`src/hw/rtl/lfw_pkg.sv`:
```
package lfw_pkg;

  localparam int LFW_MAX_WIDTH = 32;
  localparam int LFW_TAB_STOP  = 8;
  localparam int WIDTH_CAP     = 62;

  localparam int CHAR_W = 8;
  localparam int CNT_W  = 6;

  localparam logic [CHAR_W-1:0] NL_CODE  = 8'd10;
  localparam logic [CHAR_W-1:0] SP_CODE  = 8'd32;
  localparam logic [CHAR_W-1:0] TAB_CODE = 8'd9;
  localparam logic [CNT_W-1:0]  PEND_MAX = 6'd63;
  localparam logic [CNT_W-1:0]  LW_RESET = 6'd9;

  // class of a latched input beat
  typedef logic [1:0] kind_t;
  localparam kind_t KIND_CHAR  = 2'd0;
  localparam kind_t KIND_BLANK = 2'd1;
  localparam kind_t KIND_EOL   = 2'd2;

  // source of an output beat
  typedef logic [1:0] emit_t;
  localparam emit_t EM_NONE = 2'd0;
  localparam emit_t EM_SP   = 2'd1;
  localparam emit_t EM_NL   = 2'd2;
  localparam emit_t EM_WORD = 2'd3;

  // sequencer -> datapath
  typedef struct packed {
    logic  latch_in;
    logic  use_in;
    logic  store_en;
    logic  blank_en;
    logic  emit_en;
    emit_t emit_sel;
    logic  emit_last;
    logic  loop_step;
    logic  loop_done;
    logic  col_zero;
    logic  col_add_pend;
    logic  word_done;
    logic  clr_line;
  } ctl_t;

  // datapath -> sequencer
  typedef struct packed {
    logic             line_open;
    logic             fits;
    logic             pend_nz;
    logic             wc_nz;
    logic             wc_full;
    logic             last_sp;
    logic             last_wd;
    logic             slot_free;
    kind_t            kind;
    logic [CNT_W-1:0] wc;
    logic [CNT_W-1:0] w;
    logic [CNT_W-1:0] col;
  } sts_t;

endpackage

```
`src/hw/rtl/lfw_if.sv`:
```
interface lfw_in_if import lfw_pkg::*; ();
  logic              valid;
  logic              ready;
  logic [CHAR_W-1:0] char_code;
  logic              end_of_line;

  modport source (output valid, char_code, end_of_line, input ready);
  modport sink   (input valid, char_code, end_of_line, output ready);
endinterface

interface lfw_out_if import lfw_pkg::*; ();
  logic              valid;
  logic              ready;
  logic [CHAR_W-1:0] out_char;
  logic              last_of_run;

  modport source (output valid, out_char, last_of_run, input ready);
  modport sink   (input valid, out_char, last_of_run, output ready);
endinterface

interface lfw_cfg_if import lfw_pkg::*; ();
  logic             valid;
  logic             ready;
  logic [CNT_W-1:0] line_width;

  modport source (output valid, line_width, input ready);
  modport sink   (input valid, line_width, output ready);
endinterface

```
`src/hw/rtl/lfw_seq.sv`:
```
module lfw_seq import lfw_pkg::*; (
  input  logic              clk,
  input  logic              rst_n,
  input  logic              in_valid,
  input  logic [CHAR_W-1:0] in_char,
  input  logic              in_eol,
  output logic              in_ready,
  input  sts_t              sts,
  output ctl_t              ctl
);

  // sequencing ops
  localparam logic [2:0] SQ_DISPATCH = 3'd0;
  localparam logic [2:0] SQ_ENDWORD  = 3'd1;
  localparam logic [2:0] SQ_LOOP     = 3'd2;
  localparam logic [2:0] SQ_AFTER    = 3'd3;
  localparam logic [2:0] SQ_GOTO     = 3'd4;

  // last-beat rules
  localparam logic [1:0] LAST_NONE   = 2'd0;
  localparam logic [1:0] LAST_ALWAYS = 2'd1;
  localparam logic [1:0] LAST_WORD   = 2'd2;

  // program addresses
  localparam logic [3:0] UA_IDLE  = 4'd0;
  localparam logic [3:0] UA_ENDW  = 4'd1;
  localparam logic [3:0] UA_SP    = 4'd2;
  localparam logic [3:0] UA_NLPRE = 4'd3;
  localparam logic [3:0] UA_WORD  = 4'd4;
  localparam logic [3:0] UA_NLEND = 4'd5;
  localparam logic [3:0] UA_BLANK = 4'd6;
  localparam logic [3:0] UA_STORE = 4'd7;
  localparam logic [3:0] UA_HB    = 4'd8;

  typedef struct packed {
    logic [2:0] seq_op;
    emit_t      emit_sel;
    logic       emit_if_hw;
    logic [1:0] last_sel;
    logic       col_zero;
    logic       clr_line;
    logic       do_blank;
    logic       do_store;
    logic [3:0] target;
  } uword_t;

  function automatic uword_t rom_word(input logic [3:0] a);
    uword_t u;
    u = '0;
    u.seq_op = SQ_GOTO;
    u.target = UA_IDLE;
    case (a)
      UA_IDLE: begin
        u.seq_op = SQ_DISPATCH;
      end
      UA_ENDW: begin
        u.seq_op = SQ_ENDWORD;
      end
      UA_SP: begin
        u.seq_op   = SQ_LOOP;
        u.emit_sel = EM_SP;
        u.target   = UA_WORD;
      end
      UA_NLPRE: begin
        u.emit_sel = EM_NL;
        u.col_zero = 1'b1;
        u.target   = UA_WORD;
      end
      UA_WORD: begin
        u.seq_op   = SQ_AFTER;
        u.emit_sel = EM_WORD;
        u.last_sel = LAST_WORD;
      end
      UA_NLEND: begin
        u.emit_sel = EM_NL;
        u.last_sel = LAST_ALWAYS;
        u.clr_line = 1'b1;
      end
      UA_BLANK: begin
        u.do_blank = 1'b1;
      end
      UA_STORE: begin
        u.do_store = 1'b1;
      end
      UA_HB: begin
        u.emit_sel   = EM_NL;
        u.emit_if_hw = 1'b1;
        u.col_zero   = 1'b1;
        u.target     = UA_WORD;
      end
      default: begin
        u.seq_op = SQ_GOTO;
      end
    endcase
    return u;
  endfunction

  logic [3:0] upc_r, upc_nxt;
  uword_t     uw;
  logic       emitting;
  logic       go;
  logic       loop_last;
  logic       in_blank;

  assign in_blank = (in_char == SP_CODE) || (in_char == TAB_CODE);

  always_comb begin
    uw        = rom_word(upc_r);
    upc_nxt   = upc_r;
    ctl       = '0;
    in_ready  = 1'b0;
    emitting  = (uw.emit_sel != EM_NONE) && (!uw.emit_if_hw || sts.line_open);
    go        = !emitting || sts.slot_free;
    loop_last = (uw.emit_sel == EM_SP) ? sts.last_sp : sts.last_wd;

    ctl.emit_sel = uw.emit_sel;
    ctl.emit_en  = emitting && sts.slot_free;
    case (uw.last_sel)
      LAST_NONE:   ctl.emit_last = 1'b0;
      LAST_ALWAYS: ctl.emit_last = 1'b1;
      LAST_WORD:   ctl.emit_last = loop_last && (sts.kind != KIND_EOL);
      default:     ctl.emit_last = 1'b0;
    endcase

    if (go) begin
      ctl.col_zero = uw.col_zero;
      ctl.clr_line = uw.clr_line;
      ctl.blank_en = uw.do_blank;
      ctl.store_en = uw.do_store;
    end

    case (uw.seq_op)
      SQ_DISPATCH: begin
        in_ready = 1'b1;
        if (in_valid) begin
          ctl.latch_in = 1'b1;
          ctl.use_in   = 1'b1;
          if (in_eol) begin
            upc_nxt = sts.wc_nz ? UA_ENDW : UA_NLEND;
          end else if (in_blank) begin
            if (sts.wc_nz) upc_nxt = UA_ENDW;
            else           ctl.blank_en = 1'b1;
          end else begin
            if (sts.wc_full) upc_nxt = UA_HB;
            else             ctl.store_en = 1'b1;
          end
        end
      end
      SQ_ENDWORD: begin
        if (!sts.line_open) upc_nxt = UA_WORD;
        else if (!sts.fits) upc_nxt = UA_NLPRE;
        else if (sts.pend_nz) upc_nxt = UA_SP;
        else                upc_nxt = UA_WORD;
      end
      SQ_LOOP: begin
        if (go) begin
          ctl.loop_step = 1'b1;
          if (loop_last) begin
            ctl.loop_done    = 1'b1;
            ctl.col_add_pend = (uw.emit_sel == EM_SP);
            upc_nxt          = uw.target;
          end
        end
      end
      SQ_AFTER: begin
        if (go) begin
          ctl.loop_step = 1'b1;
          if (loop_last) begin
            ctl.loop_done = 1'b1;
            ctl.word_done = 1'b1;
            case (sts.kind)
              KIND_EOL:   upc_nxt = UA_NLEND;
              KIND_BLANK: upc_nxt = UA_BLANK;
              default:    upc_nxt = UA_STORE;
            endcase
          end
        end
      end
      SQ_GOTO: begin
        if (go) upc_nxt = uw.target;
      end
      default: begin
        upc_nxt = UA_IDLE;
      end
    endcase
  end

  always_ff @(posedge clk) begin
    if (!rst_n) upc_r <= UA_IDLE;
    else        upc_r <= upc_nxt;
  end

endmodule

```
`src/hw/rtl/lfw_dp.sv`:
```
module lfw_dp import lfw_pkg::*; #(
  parameter int MAX_WIDTH = LFW_MAX_WIDTH,
  parameter int TAB_STOP  = LFW_TAB_STOP
) (
  input  logic              clk,
  input  logic              rst_n,
  input  ctl_t              ctl,
  output sts_t              sts,
  input  logic [CHAR_W-1:0] in_char,
  input  logic              in_eol,
  input  logic              cfg_valid,
  input  logic [CNT_W-1:0]  cfg_data,
  output logic              cfg_ready,
  output logic              out_valid,
  input  logic              out_ready,
  output logic [CHAR_W-1:0] out_char,
  output logic              out_last
);

  localparam int AW   = $clog2(MAX_WIDTH);
  localparam int WCAP = (MAX_WIDTH > WIDTH_CAP) ? WIDTH_CAP : MAX_WIDTH;
  localparam logic [CNT_W-1:0] WCAP_V = CNT_W'(WCAP);

  logic [CNT_W-1:0]  lw_r;
  logic [CNT_W-1:0]  wc_r, wc_nxt;
  logic [CNT_W-1:0]  col_r, col_nxt;
  logic [CNT_W-1:0]  pend_r, pend_nxt;
  logic              hw_r, hw_nxt;
  logic [CNT_W-1:0]  k_r, k_nxt;
  logic [CHAR_W-1:0] char_r;
  kind_t             kind_r;
  logic [CHAR_W-1:0] rd_r;
  logic              out_valid_r;
  logic [CHAR_W-1:0] out_char_r;
  logic              out_last_r;
  logic [CHAR_W-1:0] mem [MAX_WIDTH];

  logic [CNT_W-1:0]  w_eff;
  logic [CHAR_W-1:0] ch_sel;
  logic [6:0]        col7;
  logic [7:0]        nxt8, diff8, sum8;
  logic [CNT_W-1:0]  pend_new;
  logic              slot_free;
  logic [CHAR_W-1:0] emit_char;
  logic [7:0]        tab_lut [128];

  // next tab stop for every column a blank can start from
  for (genvar g = 0; g < 128; g++) begin : g_tab
    assign tab_lut[g] = 8'((g / TAB_STOP + 1) * TAB_STOP);
  end

  always_comb begin
    if (lw_r == '0)        w_eff = CNT_W'(1);
    else if (lw_r > WCAP_V) w_eff = WCAP_V;
    else                   w_eff = lw_r;
  end

  assign ch_sel = ctl.use_in ? in_char : char_r;

  // blank run width, measured from the end of the last word
  always_comb begin
    col7  = {1'b0, col_r} + {1'b0, pend_r};
    nxt8  = (ch_sel == TAB_CODE) ? tab_lut[col7] : {1'b0, col7} + 8'd1;
    diff8 = nxt8 - {2'b00, col_r};
    pend_new = (diff8 > {2'b00, PEND_MAX}) ? PEND_MAX : diff8[CNT_W-1:0];
  end

  assign sum8      = {2'b00, col_r} + {2'b00, pend_r} + {2'b00, wc_r};
  assign slot_free = !out_valid_r || out_ready;

  always_comb begin
    sts           = '0;
    sts.line_open = hw_r;
    sts.fits      = sum8 <= {2'b00, w_eff};
    sts.pend_nz   = pend_r != '0;
    sts.wc_nz     = wc_r != '0;
    sts.wc_full   = wc_r >= w_eff;
    sts.last_sp   = ({1'b0, k_r} + 7'd1) == {1'b0, pend_r};
    sts.last_wd   = ({1'b0, k_r} + 7'd1) == {1'b0, wc_r};
    sts.slot_free = slot_free;
    sts.kind      = kind_r;
    sts.wc        = wc_r;
    sts.w         = w_eff;
    sts.col       = col_r;
  end

  always_comb begin
    wc_nxt   = wc_r;
    col_nxt  = col_r;
    pend_nxt = pend_r;
    hw_nxt   = hw_r;
    k_nxt    = k_r;
    if (ctl.store_en) wc_nxt = wc_r + CNT_W'(1);
    if (ctl.blank_en && hw_r) pend_nxt = pend_new;
    if (ctl.loop_step) k_nxt = ctl.loop_done ? '0 : k_r + CNT_W'(1);
    if (ctl.col_zero) col_nxt = '0;
    if (ctl.col_add_pend) col_nxt = col_r + pend_r;
    if (ctl.word_done) begin
      col_nxt  = col_r + wc_r;
      hw_nxt   = 1'b1;
      wc_nxt   = '0;
      pend_nxt = '0;
    end
    if (ctl.clr_line) begin
      col_nxt  = '0;
      hw_nxt   = 1'b0;
      pend_nxt = '0;
    end
  end

  always_ff @(posedge clk) begin
    if (!rst_n) begin
      lw_r   <= LW_RESET;
      wc_r   <= '0;
      col_r  <= '0;
      pend_r <= '0;
      hw_r   <= 1'b0;
      k_r    <= '0;
    end else begin
      if (cfg_valid) lw_r <= cfg_data;
      wc_r   <= wc_nxt;
      col_r  <= col_nxt;
      pend_r <= pend_nxt;
      hw_r   <= hw_nxt;
      k_r    <= k_nxt;
    end
  end

  assign cfg_ready = 1'b1;

  // latched beat
  always_ff @(posedge clk) begin
    if (ctl.latch_in) begin
      char_r <= in_char;
      if (in_eol)                                         kind_r <= KIND_EOL;
      else if ((in_char == SP_CODE) || (in_char == TAB_CODE)) kind_r <= KIND_BLANK;
      else                                                kind_r <= KIND_CHAR;
    end
  end

  // word store; read data is registered from the next loop count, so it matches the current one
  always_ff @(posedge clk) begin
    if (ctl.store_en) mem[wc_r[AW-1:0]] <= ch_sel;
    rd_r <= mem[k_nxt[AW-1:0]];
  end

  always_comb begin
    case (ctl.emit_sel)
      EM_NL:   emit_char = NL_CODE;
      EM_WORD: emit_char = rd_r;
      default: emit_char = SP_CODE;
    endcase
  end

  always_ff @(posedge clk) begin
    if (!rst_n) begin
      out_valid_r <= 1'b0;
    end else if (ctl.emit_en) begin
      out_valid_r <= 1'b1;
    end else if (out_ready) begin
      out_valid_r <= 1'b0;
    end
  end

  always_ff @(posedge clk) begin
    if (ctl.emit_en) begin
      out_char_r <= emit_char;
      out_last_r <= ctl.emit_last;
    end
  end

  assign out_valid = out_valid_r;
  assign out_char  = out_char_r;
  assign out_last  = out_last_r;

endmodule

```
`src/hw/rtl/line_fold_word_wrap_unit.sv`:
```
// Line fold with greedy word wrap. Bytes come in one per beat; space and tab
// are blanks, every other byte (newline included) is a one-column word
// character, and an end_of_line beat closes the input line. Output lines are
// at most line_width columns (0 acts as 1, values above MAX_WIDTH or 62 are
// clamped). Tabs advance to the next multiple of TAB_STOP and come out as
// spaces. Words are buffered; a word goes out behind its blank run when both
// fit, otherwise behind a newline with the blanks dropped. A word longer than
// the line is hard-broken. last_of_run marks the final beat caused by one
// input beat. A word character that is only buffered, and a blank with no
// word buffered, are handled in the accept step alone. An end_of_line with
// no word buffered is accepted and then issues its newline. A beat that ends
// a word is accepted, then passes a decision step, the output beats, and a
// closing step for a blank (for end_of_line the closing step is its newline
// beat). A hard break is accepted, then issues the newline when the line
// already holds a word (a silent step otherwise), then the word beats and a
// closing step that stores the new character. The single output register
// moves at most one beat per cycle, and a beat held off by out_ready stalls
// the burst. Inputs stall during a burst. line_width must be written only
// while the block is idle; the block itself does not enforce this. A write
// of line_width takes effect at once.
module line_fold_word_wrap_unit import lfw_pkg::*; #(
  parameter int MAX_WIDTH = LFW_MAX_WIDTH,
  parameter int TAB_STOP  = LFW_TAB_STOP
) (
  input  logic       clk,
  input  logic       rst_n,
  lfw_in_if.sink     in_bus,
  lfw_out_if.source  out_bus,
  lfw_cfg_if.sink    cfg_bus
);

  ctl_t ctl;  // control word decoded for this cycle
  sts_t sts;  // datapath flags for branching

  // microcoded sequencer: step counter, control ROM, conditional jumps
  lfw_seq u_seq (
    .clk      (clk),
    .rst_n    (rst_n),
    .in_valid (in_bus.valid),
    .in_char  (in_bus.char_code),
    .in_eol   (in_bus.end_of_line),
    .in_ready (in_bus.ready),
    .sts      (sts),
    .ctl      (ctl)
  );

  // word store, line counters, tab table and output register
  lfw_dp #(
    .MAX_WIDTH (MAX_WIDTH),
    .TAB_STOP  (TAB_STOP)
  ) u_dp (
    .clk       (clk),
    .rst_n     (rst_n),
    .ctl       (ctl),
    .sts       (sts),
    .in_char   (in_bus.char_code),
    .in_eol    (in_bus.end_of_line),
    .cfg_valid (cfg_bus.valid),
    .cfg_data  (cfg_bus.line_width),
    .cfg_ready (cfg_bus.ready),
    .out_valid (out_bus.valid),
    .out_ready (out_bus.ready),
    .out_char  (out_bus.out_char),
    .out_last  (out_bus.last_of_run)
  );

  // an end-of-line beat always produces output, so the sequencer leaves dispatch
  a_eol_leaves_idle: assert property (@(posedge clk) disable iff (!rst_n)
    in_bus.valid && in_bus.ready && in_bus.end_of_line |=> !in_bus.ready)
    else $error("eol beat did not start a flush");

  // buffered word stays within the store; effective width is never zero
  a_wc_bound: assert property (@(posedge clk) disable iff (!rst_n)
    (sts.w != '0) && (sts.wc <= CNT_W'(MAX_WIDTH)))
    else $error("word count above store depth");

  // an empty line sits at column zero
  a_col_empty_line: assert property (@(posedge clk) disable iff (!rst_n)
    !sts.line_open |-> sts.col == '0)
    else $error("column nonzero on a line without words");

  // a full buffer forces a hard break before the new character is taken
  a_hard_break: assert property (@(posedge clk) disable iff (!rst_n)
    in_bus.valid && in_bus.ready && !in_bus.end_of_line && sts.wc_full &&
    (in_bus.char_code != SP_CODE) && (in_bus.char_code != TAB_CODE)
    |=> !in_bus.ready)
    else $error("full word buffer did not break");

endmodule

```
`src/flat_wrapper.sv`:
```
// flat-port wrapper written by rule: the top's interface ports become plain ports
module line_fold_word_wrap_unit_flat import lfw_pkg::*;
#(
  parameter int MAX_WIDTH = LFW_MAX_WIDTH,
  parameter int TAB_STOP  = LFW_TAB_STOP
)
  (clk, rst_n, in_bus_valid, in_bus_char_code, in_bus_end_of_line, in_bus_ready, out_bus_valid, out_bus_out_char, out_bus_last_of_run, out_bus_ready, cfg_bus_valid, cfg_bus_line_width, cfg_bus_ready);
  lfw_in_if in_bus_i ();
  lfw_out_if out_bus_i ();
  lfw_cfg_if cfg_bus_i ();
  input  logic clk;
  input  logic rst_n;
  input wire logic [$bits(in_bus_i.valid)-1:0] in_bus_valid;
  input wire logic [$bits(in_bus_i.char_code)-1:0] in_bus_char_code;
  input wire logic [$bits(in_bus_i.end_of_line)-1:0] in_bus_end_of_line;
  output wire logic [$bits(in_bus_i.ready)-1:0] in_bus_ready;
  output wire logic [$bits(out_bus_i.valid)-1:0] out_bus_valid;
  output wire logic [$bits(out_bus_i.out_char)-1:0] out_bus_out_char;
  output wire logic [$bits(out_bus_i.last_of_run)-1:0] out_bus_last_of_run;
  input wire logic [$bits(out_bus_i.ready)-1:0] out_bus_ready;
  input wire logic [$bits(cfg_bus_i.valid)-1:0] cfg_bus_valid;
  input wire logic [$bits(cfg_bus_i.line_width)-1:0] cfg_bus_line_width;
  output wire logic [$bits(cfg_bus_i.ready)-1:0] cfg_bus_ready;
  assign in_bus_i.valid = in_bus_valid;
  assign in_bus_i.char_code = in_bus_char_code;
  assign in_bus_i.end_of_line = in_bus_end_of_line;
  assign in_bus_ready = in_bus_i.ready;
  assign out_bus_valid = out_bus_i.valid;
  assign out_bus_out_char = out_bus_i.out_char;
  assign out_bus_last_of_run = out_bus_i.last_of_run;
  assign out_bus_i.ready = out_bus_ready;
  assign cfg_bus_i.valid = cfg_bus_valid;
  assign cfg_bus_i.line_width = cfg_bus_line_width;
  assign cfg_bus_ready = cfg_bus_i.ready;
  line_fold_word_wrap_unit #(.MAX_WIDTH(MAX_WIDTH), .TAB_STOP(TAB_STOP)) u_core (.clk(clk), .rst_n(rst_n), .in_bus(in_bus_i), .out_bus(out_bus_i), .cfg_bus(cfg_bus_i));
endmodule
```
`config.mk`:
```
export PLATFORM = sky130hd
export DESIGN_NAME = line_fold_word_wrap_unit_flat
export DESIGN_NICKNAME = d
export VERILOG_FILES = /design/src/hw/rtl/lfw_pkg.sv /design/src/hw/rtl/lfw_if.sv /design/src/hw/rtl/lfw_seq.sv /design/src/hw/rtl/lfw_dp.sv /design/src/hw/rtl/line_fold_word_wrap_unit.sv /design/src/flat_wrapper.sv
export SDC_FILE = /design/constraint.sdc
export NUM_CORES = 1
export LEC_CHECK = 0
export BUFFER_PORTS_ARGS = -buffer_cell sky130_fd_sc_hd__buf_2
export CAP_MARGIN = 20
export CORE_MARGIN = 5
export CORE_UTILIZATION = 30
export DETAILED_ROUTE_END_ITERATION = 10
export SKIP_CTS_REPAIR_TIMING = 1
export SLEW_MARGIN = 5
export SYNTH_ARGS = -nofsm -noshare
export SYNTH_HDL_FRONTEND = slang
export SYNTH_SLANG_ARGS = --single-unit
```
`constraint.sdc`:
```
create_clock -name clk -period 8.9 [get_ports clk]
set_input_delay 1.335 -clock clk [delete_from_list [all_inputs] [get_ports clk]]
set_output_delay 1.335 -clock clk [all_outputs]
set_load 0.1 [all_outputs]
```
==> results of run 1 <==
-- layer usage --
metal / vias to the layer above / wire (µm) / GRT usage, %
li1: 4758 / - / -
met1: 5064 / 17300 / 18.5
met2: 334 / 18400 / 23.2
met3: 86 / 2700 / 3.27
met4: 2 / 1390 / 5.13
met5: - / 13 / 0
-- through the flow --
step	worst slack (ns)	util, %
after floorplan	4.43	-
after global placement	3.24	31.9
after detailed placement	3.16	32.0
after CTS	3.58	34.3
after global routing	3.28	34.3
final	3.52	34.3
-- state kept, by name, summed over array words and instances (netlist names) --
| register | flops |
|---|---|
| u_core.u_dp.char_r | 8 |
| u_core.u_dp.col_r | 6 |
| u_core.u_dp.hw_r | 1 |
| u_core.u_dp.k_r | 6 |
| u_core.u_dp.kind_r | 2 |
| u_core.u_dp.lw_r | 6 |
| u_core.u_dp.mem | 256 |
| u_core.u_dp.out_char | 8 |
| u_core.u_dp.out_last | 1 |
| u_core.u_dp.out_valid | 1 |
| u_core.u_dp.pend_r | 6 |
| u_core.u_dp.rd_r | 8 |
| u_core.u_dp.wc_r | 6 |
| u_core.u_seq.upc_r | 4 |
-- where the power goes --
part / internal [W] / switching [W] / total (W)
clock network: 0.000848 / 0.000589 / 0.00144
logic: 0.000388 / 0.00106 / 0.00145
registers: 0.00184 / 0.0000721 / 0.00192
total: 0.00308 / 0.00172 / 0.00480
-- final cells by class --
class	count	area, µm²	area share, %
timing repair buffer	50	294	1.72
inverter	40	150	0.876
tap	672	841	4.91
antenna	1	2.50	0.0146
clock inverter	14	161	0.942
clock buffer	50	995	5.80
sequential	319	9140	53.3
multi-input combinational	818	5560	32.4
-- cell families (layout without fill, tap and decap cells) --
| family | Yosys count | in the layout | synth area share, % |
|---|---|---|---|
| buffers and inverters | 103 | 154 | 2.92 |
| adder cells (fa/ha/maj) | 54 | 54 | 4.97 |
| other | 1 | 2 | 0.0248 |
| AND/OR/NAND/NOR | 381 | 381 | 12.4 |
| XOR/XNOR | 26 | 26 | 1.51 |
| multiplexers | 51 | 51 | 3.71 |
| AO/OA/AOI/OAI | 305 | 305 | 13.9 |
| flip-flops | 319 | 319 | 60.5 |
-- cells in the mapped netlist (all sizes together) (13+ instances only) --
cell type | n | area [µm²]
a2111oi | 16 | 140
a21o | 32 | 240
a21oi | 86 | 430
a222oi | 13 | 130
a32o | 22 | 220
and2 | 18 | 113
and3 | 19 | 119
buf | 21 | 133
clkbuf | 42 | 158
dfxtp | 44 | 881
edfxtp | 275 | 8260
ha | 44 | 551
inv | 40 | 150
mux2 | 30 | 338
mux2i | 21 | 223
nand2 | 149 | 559
nor2 | 71 | 269
nor2b | 17 | 106
nor3 | 21 | 105
o21ai | 53 | 265
xnor2 | 19 | 166
-- how the worst min path moves through the flow --
stage                                     start                          endpoint
6_report       u_core.u_dp.lw_r[0]$_SDFFE_PN1P_  u_core.u_dp.lw_r[0]$_SDFFE_PN1P_
5_1_grt        u_core.u_dp.lw_r[0]$_SDFFE_PN1P_  u_core.u_dp.lw_r[0]$_SDFFE_PN1P_
4_1_cts        u_core.u_dp.lw_r[0]$_SDFFE_PN1P_  u_core.u_dp.lw_r[0]$_SDFFE_PN1P_
3_5_place_dp   u_core.u_dp.lw_r[0]$_SDFFE_PN1P_  u_core.u_dp.lw_r[0]$_SDFFE_PN1P_
3_3_place_gp   u_core.u_dp.lw_r[0]$_SDFFE_PN1P_  u_core.u_dp.lw_r[0]$_SDFFE_PN1P_
2_1_floorplan  u_core.u_dp.lw_r[0]$_SDFFE_PN1P_  u_core.u_dp.lw_r[0]$_SDFFE_PN1P_
-- critical path, stage by stage, from the launching register on --
cell,delay [ns]
dfxtp_1,0.60
or4b_1,0.71
mux2i_1,0.20
nor4b_2,0.34
nand4_1,0.69
o21ai_1,0.74
o32ai_4,0.40
buf_4,0.33
a32o_1,0.27
a2111oi_0,0.79
or4_1,0.23
-- cell usage in the layout, fill, tap and decap left out, types with 8 or more instances in the layout --
master | synthesis | final
a32o_1 | 22 | 22
o21a_1 | 8 | 8
nand3_1 | 12 | 12
nor3_1 | 21 | 21
a211oi_1 | 12 | 12
buf_4 | 4 | 18
a21oi_1 | 86 | 84
or4_1 | 12 | 12
nand2_1 | 149 | 149
nor2b_1 | 17 | 17
ha_1 | 44 | 44
o21ai_0 | 50 | 50
and3_1 | 19 | 19
nor2_1 | 70 | 70
edfxtp_1 | 275 | 275
xnor2_1 | 19 | 19
nor4_1 | 12 | 12
inv_1 | 40 | 40
nand2b_1 | 9 | 9
mux2i_1 | 20 | 20
buf_2 | 13 | 31
fa_1 | 10 | 10
a2111oi_0 | 16 | 16
dfxtp_1 | 44 | 44
a21o_1 | 32 | 32
a222oi_1 | 13 | 13
o22ai_1 | 8 | 8
and2_1 | 18 | 18
mux2_2 | 30 | 30
clkbuf_16 | 0 | 37
clkbuf_1 | 42 | 11
==> reports/summary.txt, run 1 <==
Status -> finished clean
DR vias/cell -> 5.22
Syn_area_per_cell -> 12.2 µm²
Layout cell share with drive strength beyond 1 -> 11.0%
Global-route wire length before repair -> 60.2 mm
Worst vdd ir -> 0.115 mV
Post-route cell area -> 17100 µm²
Max_cap viols -> 0
Routability Congestion -> 0.828
Hpwl dp -> 25.7 mm
Clk root buf -> clkbuf_16
Grt ovf -> 0
Antenna viol nets, final -> 0
Worst-path clk slew -> 0.05 ns
Fmax achieved -> 186 MHz
CTS tree -> done
Cell Area, Synth -> 15100 µm²
Initial Utilization -> 30.2%
DRC errors left -> 0
Number of synthesized flops with an enable pin -> 275
Core area -> 50000 µm²
H-tree depth -> 2
Clock Latency Late Sink -> 0.53 ns
Via count -> 10244
Area growth syn-to-layout -> 13.5%
Worst hold stages -> 2
Post-synth cell types -> 74
IO buf count -> 30
Max Slew Vio Count -> 0
DRT iter0 DRCs -> 822
Yosys reg bits -> 319
DRT Wirelength -> 39.8 mm
Worst r2r dst -> u_core.u_dp.rd_r[5]$_DFF_P_
Die H -> 234 µm
Cell row count -> 82
Worst setup EP type -> flop
R2R depth -> 10
Setup TNS -> 0 ns
DP Area -> 16000 µm²
Die width -> 234 µm
CP Data Arrival Time -> 5.83 ns
Critical path required time -> 9.35 ns
RSZ-0062 raised after global routing -> false
Final setup violating endpoints -> 0
Slew @ Worst Pin -> 1.09 ns
Worst-path fanout max -> 17
WL/cell -> 20.2 µm
WHS -> 0.482 ns
CP Launch Point -> u_core.u_seq.upc_r[1]$_SDFFE_PN0P_
Total of warnings raised by yosys -> 0
Critical path endpoint -> u_core.u_dp.rd_r[5]$_DFF_P_
Critical path startpoint category -> flop
Lkg Pwr -> 5.86 nW
Largest net degree at the start of global routing -> 82
Seq/Total Area, Yosys -> 60.5%
Final Total Pwr -> 0.00480 W
Critical path class -> reg2reg
Final count of hold timing violations -> 0
Power density over cell area -> 280 nW/µm²
Worst reg2reg path startpoint -> u_core.u_seq.upc_r[1]$_SDFFE_PN0P_
Placed cell count -> 1897
Cts bufs inserted -> 36
Clock Sinks -> 319
GRT Util Overall -> 14.2%
Vias in the first global route -> 10167
Cell count after synthesis -> 1240
Synth async-reset ratio -> 0%
Final period utilization -> 60.5%
Dominant synthesized flop cell -> edfxtp_1
Worst Skew -> 0.0199 ns
Antenna violations before repair -> 4
Clk buf depth -> 3
Fin cells -> 1964
Reg2Reg Setup Slack -> 3.52 ns
Max-slew headroom -> 27.3%
Fill cells -> 4913
Final Critical Period -> 5.38 ns
I/O pins -> 32
DR pass1 iterations -> 7
Count of nets after finishing -> 1339
Min-delay worst type -> reg2reg
Syn nets -> 1314
Die area -> 54900 µm²
Note: power is estimated with default switching activity, not from simulation.
==> inputs of run 2 (changes only) <==
==> constraint.sdc (replaced) <==
create_clock -name clk -period 4.9 [get_ports clk]
set_input_delay 0.735 -clock clk [delete_from_list [all_inputs] [get_ports clk]]
set_output_delay 0.735 -clock clk [all_outputs]
set_load 0.1 [all_outputs]
==> run 2 against run 1 <==
  * Clock skew is 0.0058 ns lower
  * Wire length is 0.59% lower
  * Global-route usage is 0.13 points higher
  * Largest cell class unchanged
==> reports/summary.txt, run 2 (same netlist as run 1, synthesis figures left out) <==
Status -> finished clean
Layout cell share with drive strength beyond 1 -> 13.2%
Crit path buf inv count -> 1
Critical-path cell list -> or4b_1, mux2i_4, mux2i_1, nor2_2, o21ai_1, o31a_1, buf_12, o22ai_1, a2111oi_0, or4_1
Pre-CTS WS -> 0.504 ns
DRT Wirelength -> 39.5 mm
Final period utilization -> 89.5%
Antenna viol nets, final -> 0
Final Critical Period -> 4.38 ns
Worst setup EP type -> flop
DP Area -> 16300 µm²
Worst Skew -> 0.0141 ns
Core area -> 50000 µm²
Cts bufs inserted -> 34
Max reg flops -> 256
Clk buf depth -> 3
Min-delay worst type -> in2reg
Slew @ Worst Pin -> 1.08 ns
Post-route cell area -> 17400 µm²
Die width -> 234 µm
Worst vdd ir -> 0.270 mV
Via count -> 10356
Antenna violations before repair -> 1
Cell row count -> 82
Initial Utilization -> 30.2%
Global-route wire length before repair -> 61.3 mm
CTS tree -> done
Worst-path clk slew -> 0.06 ns
Leading cell type in the layout, fill and taps excluded -> edfxtp_1
Final count of hold timing violations -> 0
GRT Util Overall -> 14.3%
Die area -> 54900 µm²
Worst setup margin -> 0.516 ns
Final setup violating endpoints -> 0
Critical path class -> reg2reg
Largest net degree at the start of global routing -> 91
Stages on worst setup path -> 10
Power density over cell area -> 496 nW/µm²
Commonest non-fill, non-tap cells in the layout -> 275 x edfxtp_1, 149 x nand2_1, 84 x a21oi_1
Routability Congestion -> 0.870
R2R depth -> 10
Clock Sinks -> 319
DRC errors left -> 0
Max_cap viols -> 0
Area growth syn-to-layout -> 15.1%
Clk root buf -> clkbuf_16
Grt ovf -> 0
WL/cell -> 19.8 µm
Worst hold stages -> 1
Critical path startpoint category -> flop
IO buf count -> 30
Max Slew Vio Count -> 0
Slowest CP cell -> or4b_1
DR pass1 iterations -> 8
Critical path required time -> 5.36 ns
Count of nets after finishing -> 1375
DR vias/cell -> 5.18
Hpwl dp -> 26.3 mm
Ant. Diodes -> 0
Largest stage delay, worst path -> 0.83 ns
DRT iter0 DRCs -> 859
Max-slew headroom -> 27.4%
RSZ-0062 raised after global routing -> false
H-tree depth -> 2
I/O pins -> 32
Clock Latency Late Sink -> 0.51 ns
Vias in the first global route -> 10123
Fmax achieved -> 228 MHz
CP Data Arrival Time -> 4.84 ns
Setup TNS -> 0 ns
Delay-heaviest family, CP -> compound AO/OA/AOI/OAI gates
Die H -> 234 µm
Lkg Pwr -> 6.05 nW
Worst-path fanout max -> 16
## run 2: changes by cell type in the layout (fill, tap and decap cells not counted), moves of 2 or more
cell | before | now
buf_4 | 18 | 55
buf_12 | 0 | 3
clkbuf_16 | 37 | 35
clkinv_2 | 2 | 4
clkinv_4 | 2 | 0
clkinvlp_4 | 2 | 0
## run 2: area by class of cell
class | instances | area [µm²]
Fill cell | 4911 | 32600
Sequential cell | 319 | 9140
Multi-Input combinational cell | 818 | 5550
Clock buffer | 49 | 948
Tap cell | 672 | 841
Timing Repair Buffer | 88 | 623
Inverter | 40 | 150
Clock inverter | 12 | 110
## run 2: final timing paths
kind                                 startpoint                          endpoint  slack (ns)
max          u_core.u_seq.upc_r[3]$_SDFFE_PN0P_       u_core.u_dp.rd_r[7]$_DFF_P_        0.52
min                         in_bus_char_code[4]   u_core.u_dp.char_r[4]$_DFFE_PP_        0.42
max reg2reg  u_core.u_seq.upc_r[3]$_SDFFE_PN0P_       u_core.u_dp.rd_r[7]$_DFF_P_        0.52
min reg2reg    u_core.u_dp.lw_r[0]$_SDFFE_PN1P_  u_core.u_dp.lw_r[0]$_SDFFE_PN1P_        0.49
## run 2: layer usage
metal,track usage [%],vias to the layer above,share of wire (%)
met3,2.39,66,5.8
met5,0,-,0
li1,-,4826,-
met1,19.7,5154,44
met4,4.16,0,2.5
met2,23.4,310,47
## run 2: per-stage QoR
step | utilization [%] | power [W] | hold WS [ns] | cells
2_1_floorplan | - | 0.00528 | 0.442 | 1240
3_3_place_gp | 32.6 | 0.00616 | 0.466 | 1937
3_5_place_dp | 32.6 | 0.00619 | 0.468 | 1937
4_1_cts | 34.8 | 0.00868 | 0.401 | 1998
5_1_grt | 34.8 | 0.00900 | 0.414 | 1998
6_report | 34.8 | 0.00861 | 0.423 | 1998
## run 2: power breakdown
part           internal, W  switching [W]  total (W)
registers          0.00335       0.000122    0.00347
logic             0.000758        0.00190    0.00266
clock network      0.00145        0.00102    0.00248
total              0.00556        0.00305    0.00861
